## config.mk

```make
export PLATFORM = sky130hd
export DESIGN_NAME = contour_bbox_perimeter_centroid
export DESIGN_NICKNAME = d
export VERILOG_FILES = /design/src/rtl/cbpc_pkg.sv /design/src/rtl/contour_bbox_perimeter_centroid.sv
export SDC_FILE = /design/constraint.sdc
export NUM_CORES = 2
export LEC_CHECK = 0
export BUFFER_PORTS_ARGS = -buffer_cell sky130_fd_sc_hd__buf_4
export CORE_MARGIN = 2
export CORE_UTILIZATION = 65
export CTS_CLUSTER_SIZE = 30
export DETAILED_ROUTE_END_ITERATION = 6
export PLACE_DENSITY = 0.81
export SETUP_SLACK_MARGIN = 0.5
export SLEW_MARGIN = 10
export SYNTH_ARGS = -nofsm -noshare
export SYNTH_HDL_FRONTEND = slang
export SYNTH_SLANG_ARGS = --single-unit
```

## constraint.sdc

```tcl
create_clock -name clk -period 32.5 [get_ports clk]
set_clock_uncertainty 0.2 [all_clocks]
set_input_delay 4.875 -clock clk [delete_from_list [all_inputs] [get_ports clk]]
set_output_delay 4.875 -clock clk [all_outputs]
set_load 0.005 [all_outputs]
```

## src/rtl/cbpc_pkg.sv

```systemverilog
// ----------------------------------------------------------------------------
// cbpc_pkg: shared constants and types
// Widths and the control state type for the contour measurement block.
// ----------------------------------------------------------------------------
`default_nettype none
package cbpc_pkg;
  localparam int MAX_POINTS = 4096;
  localparam int COORD_W    = 24;
  localparam int COUNT_W    = 13;
  localparam int SUM_W      = 36;
  localparam int LEN_W      = 40;
  localparam int DIFF_W     = COORD_W + 1;
  localparam int SQ_W       = 2 * DIFF_W;
  localparam int ROOT_W     = SQ_W / 2;
  localparam int REM_W      = ROOT_W + 2;
  localparam int SQ_CNT_W   = $clog2(ROOT_W);
  localparam int DIV_CNT_W  = $clog2(SUM_W);

  typedef enum logic [2:0] {
    ST_IDLE,
    ST_MUL,
    ST_LOAD,
    ST_SQRT,
    ST_ACC,
    ST_PREP,
    ST_DIV,
    ST_FIN
  } cbpc_state_t;
endpackage
`default_nettype wire

```

## src/rtl/contour_bbox_perimeter_centroid.sv

```systemverilog
// ----------------------------------------------------------------------------
// contour_bbox_perimeter_centroid
// Bounding box, open perimeter, box center and mean point of a contour.
// ----------------------------------------------------------------------------
// Channel | Direction | Ports
// in      | input     | in_valid, in_ready, in_x, in_y, in_last
// out     | output    | out_valid, out_ready, out_min_x .. out_overflow
//
// A point with no segment is taken in IDLE; a segment then passes MUL, LOAD,
// the two-bit-per-cycle square root unit (SQRT) and ACC.
// A last point then adds a setup state (PREP), the bit-serial mean
// dividers (DIV) and FIN, which loads the output register.
// Reset (synchronous, rst_n low) clears all accumulators and out_valid.
// A result waits in the output register; a new transaction is accepted
// while it waits, and only the next result stalls behind it.
// ----------------------------------------------------------------------------
`default_nettype none
module contour_bbox_perimeter_centroid (
  input  wire logic                               clk,
  input  wire logic                               rst_n,
  input  wire logic                               in_valid,
  output logic                                    in_ready,
  input  wire logic signed [cbpc_pkg::COORD_W-1:0] in_x,
  input  wire logic signed [cbpc_pkg::COORD_W-1:0] in_y,
  input  wire logic                               in_last,
  output logic                                    out_valid,
  input  wire logic                               out_ready,
  output logic signed [cbpc_pkg::COORD_W-1:0]     out_min_x,
  output logic signed [cbpc_pkg::COORD_W-1:0]     out_max_x,
  output logic signed [cbpc_pkg::COORD_W-1:0]     out_min_y,
  output logic signed [cbpc_pkg::COORD_W-1:0]     out_max_y,
  output logic signed [cbpc_pkg::COORD_W-1:0]     out_center_x,
  output logic signed [cbpc_pkg::COORD_W-1:0]     out_center_y,
  output logic signed [cbpc_pkg::COORD_W-1:0]     out_mean_x,
  output logic signed [cbpc_pkg::COORD_W-1:0]     out_mean_y,
  output logic [cbpc_pkg::LEN_W-1:0]              out_perimeter,
  output logic [cbpc_pkg::COUNT_W-1:0]            out_point_count,
  output logic                                    out_overflow
);
  import cbpc_pkg::*;

  localparam logic signed [COORD_W-1:0] CMAX = {1'b0, {(COORD_W-1){1'b1}}};
  localparam logic signed [COORD_W-1:0] CMIN = {1'b1, {(COORD_W-1){1'b0}}};
  localparam logic [LEN_W-1:0] LEN_MAX = {LEN_W{1'b1}};
  localparam logic [COUNT_W-1:0] CNT_LIM = COUNT_W'(MAX_POINTS);

  cbpc_state_t state_r, state_nxt;

  // accumulators
  logic signed [COORD_W-1:0] min_x_r, max_x_r, min_y_r, max_y_r;
  logic signed [SUM_W-1:0]   sum_x_r, sum_y_r;
  logic signed [COORD_W-1:0] prev_x_r, prev_y_r;
  logic                      have_prev_r;
  logic [LEN_W-1:0]          len_r;
  logic [COUNT_W-1:0]        cnt_r;
  logic                      ovf_r;
  logic                      last_r;

  // segment datapath
  logic [DIFF_W-1:0] adx_r, ady_r;
  logic [SQ_W-1:0]   sqx_r, sqy_r, v_r;
  logic [ROOT_W-1:0] root_r;
  logic [REM_W-1:0]  rem_r;
  logic [SQ_CNT_W-1:0] sq_cnt_r;

  // divider datapath (x and y lanes)
  logic [SUM_W-1:0]   nx_r, ny_r;
  logic [COUNT_W-1:0] rx_r, ry_r;
  logic               negx_r, negy_r;
  logic [DIV_CNT_W-1:0] div_cnt_r;

  logic accept, seg_go, take;
  logic signed [DIFF_W-1:0] dx, dy;
  logic [REM_W-1:0] rem_sh, trial;
  logic [COUNT_W:0] dxs, dys;
  logic [LEN_W:0]   len_sum;
  logic signed [COORD_W:0] csx, csy;
  logic [COORD_W-1:0] qx, qy;

  assign accept = in_valid && in_ready;
  assign seg_go = (cnt_r < CNT_LIM) && have_prev_r;
  assign take   = !out_valid || out_ready;

  // next state
  always_comb begin
    state_nxt = state_r;
    case (state_r)
      ST_IDLE: if (accept) begin
        if (seg_go)       state_nxt = ST_MUL;
        else if (in_last) state_nxt = ST_PREP;
      end
      ST_MUL:  state_nxt = ST_LOAD;
      ST_LOAD: state_nxt = ST_SQRT;
      ST_SQRT: if (sq_cnt_r == SQ_CNT_W'(ROOT_W-1)) state_nxt = ST_ACC;
      ST_ACC:  state_nxt = last_r ? ST_PREP : ST_IDLE;
      ST_PREP: state_nxt = ST_DIV;
      ST_DIV:  if (div_cnt_r == DIV_CNT_W'(SUM_W-1)) state_nxt = ST_FIN;
      ST_FIN:  if (take) state_nxt = ST_IDLE;
      default: state_nxt = ST_IDLE;
    endcase
  end

  // outputs of the controller
  always_comb begin
    in_ready = (state_r == ST_IDLE);
  end

  // combinational helpers
  always_comb begin
    dx      = DIFF_W'(in_x) - DIFF_W'(prev_x_r);
    dy      = DIFF_W'(in_y) - DIFF_W'(prev_y_r);
    rem_sh  = {rem_r[REM_W-3:0], v_r[SQ_W-1 -: 2]};
    trial   = {root_r, 2'b01};
    dxs     = {rx_r, nx_r[SUM_W-1]} - {1'b0, cnt_r};
    dys     = {ry_r, ny_r[SUM_W-1]} - {1'b0, cnt_r};
    len_sum = {1'b0, len_r} + (LEN_W+1)'(root_r);
    csx     = (COORD_W+1)'(max_x_r) + (COORD_W+1)'(min_x_r);
    csy     = (COORD_W+1)'(max_y_r) + (COORD_W+1)'(min_y_r);
    qx      = negx_r ? COORD_W'(-nx_r[COORD_W-1:0]) : nx_r[COORD_W-1:0];
    qy      = negy_r ? COORD_W'(-ny_r[COORD_W-1:0]) : ny_r[COORD_W-1:0];
  end

  always_ff @(posedge clk) begin
    if (!rst_n) begin
      state_r <= ST_IDLE;
    end else begin
      state_r <= state_nxt;
    end
  end

  // accumulators
  always_ff @(posedge clk) begin
    if (!rst_n || (state_r == ST_FIN && take)) begin
      min_x_r <= CMAX; min_y_r <= CMAX;
      max_x_r <= CMIN; max_y_r <= CMIN;
      sum_x_r <= '0; sum_y_r <= '0;
      prev_x_r <= '0; prev_y_r <= '0;
      have_prev_r <= 1'b0;
      len_r <= '0;
      cnt_r <= '0;
      ovf_r <= 1'b0;
      last_r <= 1'b0;
    end else if (accept) begin
      last_r <= in_last;
      if (cnt_r < CNT_LIM) begin
        if (in_x < min_x_r) min_x_r <= in_x;
        if (in_x > max_x_r) max_x_r <= in_x;
        if (in_y < min_y_r) min_y_r <= in_y;
        if (in_y > max_y_r) max_y_r <= in_y;
        sum_x_r <= sum_x_r + SUM_W'(in_x);
        sum_y_r <= sum_y_r + SUM_W'(in_y);
        prev_x_r <= in_x;
        prev_y_r <= in_y;
        have_prev_r <= 1'b1;
        cnt_r <= cnt_r + 1'b1;
      end else begin
        ovf_r <= 1'b1;
      end
    end else if (state_r == ST_ACC) begin
      len_r <= len_sum[LEN_W] ? LEN_MAX : len_sum[LEN_W-1:0];
    end
  end

  // segment length: abs diff, square, then two-bit-per-cycle root
  always_ff @(posedge clk) begin
    if (accept) begin
      adx_r <= dx[DIFF_W-1] ? DIFF_W'(-dx) : DIFF_W'(dx);
      ady_r <= dy[DIFF_W-1] ? DIFF_W'(-dy) : DIFF_W'(dy);
    end
    if (state_r == ST_MUL) begin
      sqx_r <= adx_r * adx_r;
      sqy_r <= ady_r * ady_r;
    end
    if (state_r == ST_LOAD) begin
      v_r      <= sqx_r + sqy_r;
      rem_r    <= '0;
      root_r   <= '0;
      sq_cnt_r <= '0;
    end else if (state_r == ST_SQRT) begin
      v_r      <= {v_r[SQ_W-3:0], 2'b00};
      sq_cnt_r <= sq_cnt_r + 1'b1;
      if (rem_sh >= trial) begin
        rem_r  <= rem_sh - trial;
        root_r <= {root_r[ROOT_W-2:0], 1'b1};
      end else begin
        rem_r  <= rem_sh;
        root_r <= {root_r[ROOT_W-2:0], 1'b0};
      end
    end
  end

  // mean: bit-serial restoring division of |sum| by count
  always_ff @(posedge clk) begin
    // setup cycle: sums already hold the last point
    if (state_r == ST_PREP) begin
      negx_r <= sum_x_r[SUM_W-1];
      negy_r <= sum_y_r[SUM_W-1];
      nx_r   <= sum_x_r[SUM_W-1] ? SUM_W'(-sum_x_r) : SUM_W'(sum_x_r);
      ny_r   <= sum_y_r[SUM_W-1] ? SUM_W'(-sum_y_r) : SUM_W'(sum_y_r);
      rx_r   <= '0;
      ry_r   <= '0;
      div_cnt_r <= '0;
    end
    if (state_r == ST_DIV) begin
      div_cnt_r <= div_cnt_r + 1'b1;
      if (!dxs[COUNT_W]) begin
        rx_r <= dxs[COUNT_W-1:0];
        nx_r <= {nx_r[SUM_W-2:0], 1'b1};
      end else begin
        rx_r <= {rx_r[COUNT_W-2:0], nx_r[SUM_W-1]};
        nx_r <= {nx_r[SUM_W-2:0], 1'b0};
      end
      if (!dys[COUNT_W]) begin
        ry_r <= dys[COUNT_W-1:0];
        ny_r <= {ny_r[SUM_W-2:0], 1'b1};
      end else begin
        ry_r <= {ry_r[COUNT_W-2:0], ny_r[SUM_W-1]};
        ny_r <= {ny_r[SUM_W-2:0], 1'b0};
      end
    end
  end

  // output register
  always_ff @(posedge clk) begin
    if (!rst_n) begin
      out_valid <= 1'b0;
    end else if (state_r == ST_FIN && take) begin
      out_valid <= 1'b1;
    end else if (out_ready) begin
      out_valid <= 1'b0;
    end
  end

  always_ff @(posedge clk) begin
    if (state_r == ST_FIN && take) begin
      out_min_x       <= min_x_r;
      out_max_x       <= max_x_r;
      out_min_y       <= min_y_r;
      out_max_y       <= max_y_r;
      out_center_x    <= csx[COORD_W:1];
      out_center_y    <= csy[COORD_W:1];
      out_mean_x      <= qx;
      out_mean_y      <= qy;
      out_perimeter   <= len_r;
      out_point_count <= cnt_r;
      out_overflow    <= ovf_r;
    end
  end
endmodule
`default_nettype wire
```

# Word level (Yosys, flattened, before mapping)

Cells that the tools add are included.

$add $sub $neg: 20
Multipliers: 2
Magnitude comparators: 6
Eq/ne operators: 14
Muxes and demuxes: 34
Bitwise operators: 2
Reduce and logical (&&, ||, !) cells: 19

Operators with widths:

| cell                                               | number |
|---|---|
| 2-to-1 mux 36 bit                                  | 6 |
| multiplier 25 x 25 -> 50 bit                       | 2 |
| 2-to-1 mux 50 bit                                  | 2 |
| 2-to-1 mux 24 bit                                  | 4 |
| adder 36 x 24 -> 36 bit                            | 2 |
| negation 36 bit                                    | 2 |
| 2-to-1 mux 13 bit                                  | 5 |
| adder 24 x 24 -> 25 bit                            | 2 |
| adder 50 bit                                       | 1 |
| negation 25 bit                                    | 2 |
| subtractor 24 x 24 -> 25 bit                       | 2 |
| greater-than comparator 24 bit                     | 2 |
| less-than comparator 24 bit                        | 2 |
| negation 24 bit                                    | 2 |
| adder 40 x 25 -> 41 bit                            | 1 |
| 2-to-1 mux 40 bit                                  | 1 |
| subtractor 14 x 13 -> 14 bit                       | 2 |
| >= comparator 27 bit                               | 1 |
| 2-to-1 mux 25 bit                                  | 1 |
| subtractor 25 bit                                  | 1 |
| case mux 3 bit (8 select lines)                    | 1 |
| 2-to-1 mux 3 bit                                   | 7 |
| adder 13 x 1 -> 13 bit, second input constant      | 1 |
| less-than comparator 13 bit, second input constant | 1 |
| 21 further kinds                                   | 44 |

Register bits: 883
Bits of input ports: 53
Output and inout port bits: 248

# Depth between registers and ports, before layout

Word-level depth: 5
Gate-level depth with buffers: 29
Gate-level depth less buffers: 27

# Worst setup path before layout

OpenSTA, ideal clock, no wires.

Path type: input port to flip-flop
From: in out_ready
To: reg sum_y_r[32]
Library setup time: 122 ps
Arrival time: 16442 ps
Slack: 15736 ps
Cell stages on the path: 8
Path buffers: 1
Cell sequence: nor2b_1 > nor2_1 > nor2b_1 > nand2_1 > clkbuf_1 > nor3_1 > nand4_1 > nand3_1

Longest elaborated chain between the ends: 3

Ends and longest elaborated chain:

| what                   | RTL line                               | source |
|---|---|---|
| start: declaration     | contour_bbox_perimeter_centroid.sv:27  | `input wire logic out_ready,` |
| logical OR 1 bit       | contour_bbox_perimeter_centroid.sv:82  | `assign take = !out_valid \|\| out_ready;` |
| logical AND 1 bit      | contour_bbox_perimeter_centroid.sv:133 | `if (!rst_n \|\| (state_r == ST_FIN && take)) begin` |
| logical OR 1 bit       | contour_bbox_perimeter_centroid.sv:133 |  |
| end signal: assignment | contour_bbox_perimeter_centroid.sv:151 | `sum_y_r <= sum_y_r + SUM_W'(in_y);` |
| end: declaration       | contour_bbox_perimeter_centroid.sv:51  | `logic signed [SUM_W-1:0] sum_x_r, sum_y_r;` |

Every way passes these cells.
A chain may end at the register's enable or synchronous reset.

# Worst setup path in the final report

From: reg ady_r[9]
To: reg sqy_r[46] (data pin)

Longest elaborated chain between the ends: 1

Ends and longest elaborated chain:

| what                         | RTL line                               | source |
|---|---|---|
| start: declaration           | contour_bbox_perimeter_centroid.sv:60  | `logic [DIFF_W-1:0] adx_r, ady_r;` |
| start signal: assignment     | contour_bbox_perimeter_centroid.sv:168 | `ady_r <= dy[DIFF_W-1] ? DIFF_W'(-dy) : DIFF_W'(dy);` |
| multiplier 25 x 25 -> 50 bit | contour_bbox_perimeter_centroid.sv:172 | `sqy_r <= ady_r * ady_r;` |
| end signal: assignment       | contour_bbox_perimeter_centroid.sv:172 |  |
| end: declaration             | contour_bbox_perimeter_centroid.sv:61  | `logic [SQ_W-1:0] sqx_r, sqy_r, v_r;` |

Every way passes these cells.

==> impl_metrics.json <==
{
  "status": "complete, no violations",
  "ant_nets": 0,
  "synthXorXnorAreaFrac": 0.0503,
  "layout_overhead_on_the_synthesized_area_pct": 8.49,
  "timing_max_transition_violations_final": 0,
  "grt_start_max_net_pins": 192,
  "synth_flop_cell": "sky130_fd_sc_hd__edfxtp_1",
  "synth_fa_ha_area_frac": 0.331,
  "timing.critical_path.required_ps": 32760,
  "holdWs_ps": 251,
  "setup.worst_path.end_class": "register",
  "worst-slew-pin-transition_ps": 1200,
  "arr_time_crit_path_ps": 9130,
  "synthDistinctLibCells": 86,
  "overflow": 0,
  "yosys-mux-area-fraction": 0.0153,
  "remaining_drcs": 0,
  "detailedPlacementHpwl_mm": 158,
  "synth_top_area_share": 0.219,
  "wl_mm": 211,
  "number_of_synthesized_register_bits": 881,
  "design.die.area_sq_um": 135000,
  "post-cts-setup-buffers": 0,
  "synth_edf_count": 550,
  "core.rowCount": 133,
  "clk_root_buffer_cell": "sky130_fd_sc_hd__clkbuf_16",
  "worst_skew_pair.late_latency_ps": 730,
  "grt_usage": 0.315,
  "syn-cell-area_sq_um": 85900,
  "first_global_vias": 68200,
  "cts-resized-gates": 0,
  "setup_violating_endpoint_count_in_the_final_report": 0,
  "avgRoutedWirePerCell_um": 18.9,
  "synth_top_cells_by_area": "sky130_fd_sc_hd__fa_1 (22%), sky130_fd_sc_hd__edfxtp_1 (19%), sky130_fd_sc_hd__ha_1 (11%)",
  "tritoncts_num_sinks": 881,
  "synth_compound_area_frac": 0.119,
  "number_of_drc_violations_after_detailed_routing_iteration_0": 5202,
  "post_route_cells_drive_above_1_share": 0.0657,
  "postSynth.asyncResetShare": 0,
  "setup-tns-final_ps": 0,
  "post-route-min-period_ps": 8870,
  "die_width_um": 368,
  "cts_tree": "done",
  "dieHeight_um": 368,
  "post_synth.cell_area_avg_sq_um": 9.39,
  "max-slew-margin-rel": 0.186,
  "min_path_type": "register to register",
  "ys_seq_area_frac": 0.269,
  "kind_of_start_point_of_the_critical_path": "register",
  "unrepaired_setup_endpoints_after_global_routing": "false",
  "cts.hold.buffers_added": 0,
  "coreArea_sq_um": 131000,
  "criticalPathCategory": "register to register",
  "clock.fmax_mhz": 113,
  "placer_s_final_routability_congestion_estimate": 0.919,
  "vias": 65800,
  "initial_util": 0.655,
  "m1WireLength_mm": 84.6,
  "met3WireLength_mm": 16.1,
  "yosys_warnings": 0,
  "top_signal_layer_used": "met4",
  "cts.clk_slew.worst_paths_ps": 60,
  "combinational_family_with_the_most_area_after_synthesis": "adder cells",
  "htreeDepth": 3,
  "cts_inserted_buffers": 97,
  "clock_tree.buffer_depth": 3,
  "timing.final.crit_share": 0.273,
  "first_pass_grt_wire_length_mm": 346,
  "synth_nets": 10900,
  "synth.largest_area_cell": "sky130_fd_sc_hd__fa_1",
  "dr_wl_met2_mm": 101,
  "finish.net_count": 11100,
  "post_synth_inst_count": 9150,
  "grt_antenna_before_repair": 2,
  "fillerInstances": 9558,
  "detailedRoute.firstPassIterationCount": 6,
  "critical_path.max_fanout": 24,
  "numPortBuffers": 300,
  "avgViaCountPerCell": 5.90,
  "boundaryPins": 301,
  "final_hold_fails": 0,
  "cap_viol_max_count": 0,
  "synth_simple_gate_area_frac": 0.129
}
cell families (layout without fill, tap and decap cells):
kind of cell | after synthesis | in the layout
buffers and inverters | 1965 | 2211
AND/OR/NAND/NOR | 2370 | 2370
adder cells (fa/ha/maj) | 1706 | 1706
XOR/XNOR | 494 | 494
AO/OA/AOI/OAI | 1603 | 1603
multiplexers | 131 | 131
flip-flops | 881 | 881
other | 0 | 3
critical path, cell delays in order (launching register included):
cell                        delay (ps)
sky130_fd_sc_hd__edfxtp_1         1150
sky130_fd_sc_hd__nand2_1           290
sky130_fd_sc_hd__fa_1              610
sky130_fd_sc_hd__inv_1              50
sky130_fd_sc_hd__fa_1              500
sky130_fd_sc_hd__inv_1              50
sky130_fd_sc_hd__fa_1              390
sky130_fd_sc_hd__fa_1              550
sky130_fd_sc_hd__inv_1              50
sky130_fd_sc_hd__fa_1              440
sky130_fd_sc_hd__fa_1              510
sky130_fd_sc_hd__inv_1              50
sky130_fd_sc_hd__fa_1              520
sky130_fd_sc_hd__inv_1              50
sky130_fd_sc_hd__ha_1              360
sky130_fd_sc_hd__a21oi_1           250
sky130_fd_sc_hd__o21ai_0           190
sky130_fd_sc_hd__a2111oi_0         530
sky130_fd_sc_hd__o41a_1            320
sky130_fd_sc_hd__nor4_1            120
sky130_fd_sc_hd__o41ai_1           680
sky130_fd_sc_hd__o311ai_1          320
sky130_fd_sc_hd__o21a_1            270
sky130_fd_sc_hd__xor2_1            140
synth_stat cells (all sizes together), types with 13 or more instances:
cell,n
a211oi,44
a311oi,14
a221o,29
nand2b,66
nor2b,64
and4,13
o21ai,393
and2,262
a31oi,70
or3,55
o21a,49
o21bai,37
inv,1653
mux2i,127
nand4,69
and3,53
nor4,23
o31ai,59
clkbuf,281
nand2,984
ha,765
nor2,446
or4,20
a21o,226
xor2,189
o41ai,23
nor3,107
nand3,138
buf,29
a21oi,448
a31o,23
xnor2,305
or2,21
dfxtp,331
fa,941
a211o,17
edfxtp,550
o211ai,33
nor3b,19
a21boi,26
through the flow:
stage	cell area, sq um	utilization	setup slack (ps)	instances
after floorplan	85900	-	15740	9150
after detailed placement	89900	0.685	23480	11000
after global placement	89900	0.685	23550	11000
final	93200	0.710	23630	11200
after CTS	93200	0.710	23760	11200
after global routing	93200	0.710	23300	11200
area by class of cell:
class                           count  area, sq um  area share
Multi-Input combinational cell   6304        55500       0.595
Sequential cell                   881        23100       0.248
Inverter                         1654         6210      0.0666
Timing Repair Buffer              376         2850      0.0305
Clock buffer                      135         2790      0.0299
Tap cell                         1755         2200      0.0236
Clock inverter                     46          553     0.00593
Antenna cell                        3         7.51   0.0000805
placed cells by master, fill, tap and decap left out, drive strengths merged, types with 19 or more instances in the layout:
| cell type | instances |
|---|---|
| o21bai | 37 |
| nor2b | 64 |
| and3 | 53 |
| a211oi | 44 |
| nand3 | 138 |
| clkbuf | 135 |
| or3 | 55 |
| nor3b | 19 |
| o41ai | 23 |
| or4 | 20 |
| mux2i | 127 |
| a31o | 23 |
| edfxtp | 550 |
| nand4 | 69 |
| xnor2 | 305 |
| nor2 | 446 |
| o21ai | 393 |
| or2 | 21 |
| a221o | 29 |
| and2 | 262 |
| fa | 941 |
| clkinv | 32 |
| a21o | 226 |
| inv | 1654 |
| a31oi | 70 |
| o21a | 49 |
| nand2b | 66 |
| o31ai | 59 |
| ha | 765 |
| nor4 | 23 |
| dfxtp | 331 |
| a21oi | 448 |
| buf | 376 |
| a21boi | 26 |
| nand2 | 984 |
| o211ai | 33 |
| nor3 | 107 |
| xor2 | 189 |
metal layers:
layer	global-route usage	vias up
li1	-	30500
met1	0.412	32200
met2	0.524	2493
met3	0.0512	575
met4	0.129	0
met5	0	-
final timing paths:
kind	from	to	slack, ps	cells after the start
setup / recovery	ady_r[9]	sqy_r[46]	23630	23
hold / removal	cnt_r[4]	out_point_count[4]	250	0
setup reg to reg	ady_r[9]	sqy_r[46]	23630	23
hold reg to reg	cnt_r[4]	out_point_count[4]	250	0
sequential cells by signal, summed over array words and instances (netlist names), 25 cells and up:
name           flops
len_r             40
sqx_r             49
sum_y_r           36
ny_r              36
adx_r             25
rem_r             25
out_perimeter     40
root_r            25
v_r               50
sum_x_r           36
ady_r             25
nx_r              36
sqy_r             49
Power is not shown: default switching activity piles up to over one toggle a cycle in this logic, so the estimate is an artifact.
